File: src/rtl/sacl_pkg.sv
// Shared types and constants for the set-associative cache tag store.
// Used by every module under rtl/ except sacl_ram; depends on nothing.
package sacl_pkg;

    // Cache geometry (all three are powers of two)
    localparam int NUM_SETS   = 16;
    localparam int NUM_WAYS   = 4;
    localparam int LINE_BYTES = 8;

    // Field widths
    localparam int OP_W    = 2;
    localparam int ADDR_W  = 32;
    localparam int STAMP_W = 64;
    localparam int LINE_W  = 29;
    localparam int CNT_W   = 64;

    localparam int SET_W      = (NUM_SETS > 1) ? $clog2(NUM_SETS) : 1;
    localparam int WAY_W      = (NUM_WAYS > 1) ? $clog2(NUM_WAYS) : 1;
    localparam int LINE_SHIFT = $clog2(LINE_BYTES);

    // Stream word widths, padded to whole bytes (op travels on tuser)
    localparam int S_DATA_W = ((ADDR_W + STAMP_W + 7) / 8) * 8;
    localparam int M_DATA_W = ((2 + LINE_W + STAMP_W + 3 * CNT_W + 7) / 8) * 8;

    // Operation codes
    typedef logic [OP_W-1:0] op_t;
    localparam op_t OP_ACCESS = 2'd0;
    localparam op_t OP_INVAL  = 2'd1;
    localparam op_t OP_CLEAR  = 2'd2;

    // One way of a set, and one set row as held in the tag RAM
    typedef struct packed {
        logic [LINE_W-1:0]  line;
        logic [STAMP_W-1:0] stamp;
    } way_ent_t;

    typedef way_ent_t [NUM_WAYS-1:0] set_row_t;

    localparam int ROW_W = $bits(set_row_t);

    // Controller to datapath
    typedef struct packed {
        logic accept;    // latch the input word, start the set read
        logic look;      // tag compare and hit / invalidate / clear updates
        logic scan;      // one step of the victim search
        logic fill;      // write the victim way
        logic out_load;  // capture the result word
    } sacl_cmd_t;

    // Datapath to controller
    typedef struct packed {
        logic need_scan;  // access that missed
        logic scan_stop;  // current scan step is the last one
    } sacl_sts_t;

endpackage

File: src/rtl/sacl_ctrl.sv
// Sequencing state machine for the cache tag store.
// Depends on sacl_pkg; drives sacl_dp through command / status structs.
module sacl_ctrl (
    input  logic                aclk,
    input  logic                aresetn,
    input  logic                s_tvalid,
    output logic                s_tready,
    output logic                m_tvalid,
    input  logic                m_tready,
    output sacl_pkg::sacl_cmd_t cmd,
    input  sacl_pkg::sacl_sts_t sts
);
    import sacl_pkg::*;

    typedef enum logic [4:0] {
        S_IDLE = 5'b00001,
        S_LOOK = 5'b00010,
        S_SCAN = 5'b00100,
        S_FILL = 5'b01000,
        S_DONE = 5'b10000
    } state_t;

    state_t state_reg, state_next;
    logic   m_tvalid_reg, m_tvalid_next;

    // next state and commands
    always_comb begin
        state_next = state_reg;
        cmd        = '0;
        case (state_reg)
            S_IDLE: begin
                cmd.accept = s_tvalid;
                if (s_tvalid) begin
                    state_next = S_LOOK;
                end
            end
            S_LOOK: begin
                cmd.look   = 1'b1;
                state_next = sts.need_scan ? S_SCAN : S_DONE;
            end
            S_SCAN: begin
                cmd.scan = 1'b1;
                if (sts.scan_stop) begin
                    state_next = S_FILL;
                end
            end
            S_FILL: begin
                cmd.fill   = 1'b1;
                state_next = S_DONE;
            end
            S_DONE: begin
                // wait until the output register is free
                if (!m_tvalid_reg || m_tready) begin
                    cmd.out_load = 1'b1;
                    state_next   = S_IDLE;
                end
            end
            default: begin
                state_next = S_IDLE;
            end
        endcase
    end

    // output word valid
    always_comb begin
        m_tvalid_next = m_tvalid_reg;
        if (cmd.out_load) begin
            m_tvalid_next = 1'b1;
        end else if (m_tready) begin
            m_tvalid_next = 1'b0;
        end
    end

    always_ff @(posedge aclk) begin
        if (!aresetn) begin
            state_reg    <= S_IDLE;
            m_tvalid_reg <= 1'b0;
        end else begin
            state_reg    <= state_next;
            m_tvalid_reg <= m_tvalid_next;
        end
    end

    assign s_tready = (state_reg == S_IDLE);
    assign m_tvalid = m_tvalid_reg;

endmodule

File: config.mk
export PLATFORM = sky130hd
export DESIGN_NAME = sacl_ctrl
export DESIGN_NICKNAME = d
export VERILOG_FILES = /design/src/rtl/sacl_pkg.sv /design/src/rtl/sacl_ctrl.sv
export SDC_FILE = /design/constraint.sdc
export NUM_CORES = 1
export LEC_CHECK = 0
export BUFFER_PORTS_ARGS = -buffer_cell sky130_fd_sc_hd__buf_2
export CAP_MARGIN = 20
export CORE_AREA = 2 2 39 41
export DETAILED_ROUTE_END_ITERATION = 12
export DIE_AREA = 0 0 41 43
export PLACE_DENSITY = 0.57
export SYNTH_ARGS = -nofsm -noshare
export SYNTH_HDL_FRONTEND = slang
export SYNTH_SLANG_ARGS = --single-unit
File: constraint.sdc
create_clock -name aclk -period 2.9 [get_ports aclk]
set_input_delay 0.58 -clock aclk [delete_from_list [all_inputs] [get_ports aclk]]
set_output_delay 0.58 -clock aclk [all_outputs]
set_load 0.03 [all_outputs]
## Word-level counts from Yosys, hierarchy flattened

Index checks and enable logic that the tools add are counted.

| cells by class | value |
|---|---|
| bitwise operators | 0 |
| divide/modulo/power cells | 0 |
| equal/unequal tests | 8 |
| order comparisons | 0 |
| add/subtract/negate cells | 0 |
| multiply operators | 0 |
| multiplexer cells | 13 |
| shift operators | 0 |
| reductions and logical operators | 4 |

Operators with widths:

| cell | number |
|---|---|
| one-hot mux 5 bit (5 select lines) | 1 |
| two-way mux 5 bit | 4 |
| two-way mux 1 bit | 8 |
| != test 2 bit, second input constant | 3 |
| == test 5 x 1 -> 1 bit, second input constant | 1 |
| == test 5 x 2 -> 1 bit, second input constant | 1 |
| == test 5 x 3 -> 1 bit, second input constant | 1 |
| == test 5 x 4 -> 1 bit, second input constant | 1 |
| == test 5 bit, second input constant | 1 |
| AND reduction 3 bit | 1 |
| nonzero test 2 bit | 1 |
| logical NOT 1 bit | 1 |
| logical OR 1 bit | 1 |

| storage, ports and cells | value |
|---|---|
| output and inout port bits | 7 |
| memory bits (writable) | 0 |
| memory bits (read-only) | 0 |
| memories kept | 0 |
| logic and storage cells | 27 |
| bits of input ports | 6 |
| register bits | 6 |
| latch bits | 0 |

## Longest topological paths before layout

| logic depth | value |
|---|---|
| word-level depth | 5 |
| mapped depth | 5 |
| gate-level depth less buffers | 4 |

## Worst setup path after synthesis

Ideal clock, no wire load.

| timing | value |
|---|---|
| kind | register to output |
| start | register state_reg[1] |
| end | output cmd[4] in the netlist's numbering |
| data required time | 2.320 ns |
| data arrival time | 1.619 ns |
| slack | 0.701 ns |
| cell stages (with the launch flop) | 5 |
| path buffers | 1 |
| cells stage by stage | dfxtp_1 > buf_6 > or4b_4 > nor2_2 > and2_1 |

RTL lines:

| element | line | RTL |
|---|---|---|
| from (decl) | sacl_ctrl.sv:23 | `state_t state_reg, state_next;` |
| from (signal assigned) | sacl_ctrl.sv:79 | `state_reg <= state_next;` |
| to (decl) | sacl_ctrl.sv:10 | `output sacl_pkg::sacl_cmd_t cmd,` |

==> results.md <==
- Status: finished clean
- #FFs+latches synth: 6
- Yosys warns: 0
- Fin crit period: between 2 and 2.5 ns
- Top Metal Used: met4
- DRC violation total after the first TritonRoute iteration: 18
- Commonest non-fill, non-tap cells in the layout: buf_2 (12), nand2_1 (6), dfxtp_1 (6)
- Fin Clk Skew: 0.00250 ns
- Final cycle utilization of the critical path: 76.0%
- Port bufs: 12
- Initial antenna violation count: 0
- Clock sinks: 6
- R2R depth: 4
- Final Cell Area: approximately 430 um2
- Final Net Count: 63
- Worst Path Required: 2.32 ns
- CP Launch Type: flip-flop
- # hold bufs at CTS: 0
- Share of post-route cells with drive strength above 1: 32.7%
- F_max: 0.454 GHz
- HPWL after DPL: ~550 um
- VDD IR-drop max: 0.193 mV
- R2R Setup Slk: 1.42 ns
- Final GP Congestion: between 0.7 and 0.8
- Final hold vios: 0
- Setup tns final: 0 ns
- Reg clk slew, reported paths: ~0.05 ns
- Worst path slowest cell: or4b_4
- Drt drc: 0
- Commonest non-fill, non-tap cell in the layout: buf_2
- R2r startpoint: state_reg[1]
- Top cells by area, synth: dfxtp_1 (33%), nand2_1 (6.2%), nor4_1 (5.2%)
- Metal2 WL: between 200 and 300 um
- Total gr overflow: 0
- Via count: 348
- Primary FF master, synth: dfxtp_1
- Delay of the slowest critical-path stage: 0.58 ns
- Crit-path cells: or4b_4 -> nor2_2 -> and2_1 -> buf_2
- Synth Net Count: 51
- I/O pin count: 13
- Worst Hold Depth: 2
- Share of Yosys cell area claimed by the top area cell type: 33.1%
- Starting Density: 26.2%
- Antenna-violating nets left: 0
- Vias in the first global route: 278
- Area of the core: 1380 um2
- First-pass GRT wire length: 1190 um
- FP Rows: 14
- Met3 routed WL: 88 um
- Largest net degree at the start of global routing: 10
- Mapped Area: about 360 um2
- P_leak: around 0.19 nW
- Chip width: 41 um
- Seq/Total Area, Yosys: around a third
- Via-per-instance ratio: roughly 4.9
- Gate Count Post-Synth: between 40 and 50
- Final wirelength: around 740 um
- Worst reg2reg endpoint: state_reg[2]
- Setup CP Type: flip-flop to output port
- Max Cap Viol: 0
- Gr usage total: 10.5%
- Cells after DPL: 68
- Post_cts resized: 0
- Placed instance area: between 400 and 500 um2
- Syn avg cell area: 8.06 um2
- Number of synthesized flops with an enable pin: 0
- Final setup violating endpoints: 0
- Largest register FFs: 5
- Slew margin rel.: roughly 69%
- Fin cells: 71
- CTS tree: yes
- Clk_lat worst skew: around 0.25 ns
- Layout area overhead: 19.3%
- H-tree levels: 1
- Distinct cell type count after synthesis: 27
- Setup Fix Bufs, Post-CTS: 0
- Antenna diodes: 0
- Met1 wire length: about 360 um
- Hold path start: m_tvalid
- Root Driver: clkbuf_4
- Pre-Repair DR Iteration Count: 4
- Critical path arrival: 1.62 ns
- Drt wl/cell: 10.5 um
- Pwr dens: ~490 nW/um2
- Area leader, netlist: dfxtp_1
- Total CTS buffers: 3
- Final Max Tran Viols: 0
- Tightest Pin Transition: 0.459 ns
- RSZ-0062 raised after global routing: false
- Worst Hold Path EP: m_tvalid
- FFs w/ async S/R, synth: 0%
- Die area: 1760 um2
- Die Y: 43 um
- Clock buffer depth: 2
- Min-Delay Path Class: flip-flop to flip-flop
- Peak fanout along the critical path: 8
- Worst setup EP type: output port
==> how the worst max path moves through the flow <==
stage | from | cells after the start | end | slack, ns
global route | state_reg[1] | 4 | cmd[4] | 0.59
detailed placement | state_reg[1] | 4 | cmd[4] | 0.96
floorplan | state_reg[1] | 4 | cmd[4] | 0.70
global placement | state_reg[1] | 4 | cmd[4] | 0.97
finish | state_reg[1] | 4 | cmd[4] | 0.70
CTS | state_reg[1] | 4 | cmd[4] | 0.68
==> layer usage <==
layer | vias up | GRT usage, %
met5 | - | 0
met4 | 0 | 8.00
met3 | 4 | 6.28
met2 | 17 | 12.2
met1 | 151 | 13.3
li1 | 176 | -
==> logic make-up (layout without fill, tap and decap cells) <==
kind of cell	after synthesis	in the layout	synth area share, %
AO/OA/AOI/OAI	7	7	14.8
XOR/XNOR	1	1	2.41
buffers and inverters	7	17	11.0
flip-flops	6	6	33.1
multiplexers	1	1	2.76
AND/OR/NAND/NOR	23	23	35.9
==> layout make-up <==
cell class	count	area, um2
fill	146	951
sequential	6	120
clock buffer	3	22.5
tap	16	20.0
inverter	2	7.51
timing repair buffer	12	60.1
multi-input combinational	32	203
==> synthesized netlist by cell type, types with 2 or more instances <==
cell	number
and2_1	2
buf_2	2
dfxtp_1	6
inv_1	2
nand2_1	6
nor2_1	4
nor4_1	3
==> critical path, delay by kind of cell, from the launching register on <==
family                 cells  cell delay, ns
buffers and inverters      1            0.18
DFF                        1            0.38
and+or+nand+nor            3            0.82
==> power breakdown <==
group | switching (mW) | leakage, nW | internal (mW)
clock | 0.0327 | 0.0138 | 0.0470
sequential | 0.00618 | 0.0488 | 0.0859
combinational | 0.0227 | 0.124 | 0.0191
total | 0.0616 | 0.186 | 0.152
==> metrics by stage <==
stage	hold slack [ns]	utilization [%]	power, mW	worst slack [ns]
floorplan	0.603	-	0.126	0.701
global placement	0.489	29.7	0.135	0.972
detailed placement	0.504	29.7	0.135	0.956
CTS	0.511	31.3	0.216	0.680
global route	0.549	31.3	0.226	0.587
finish	0.503	31.3	0.214	0.695
(Power assumes the default switching activity.)
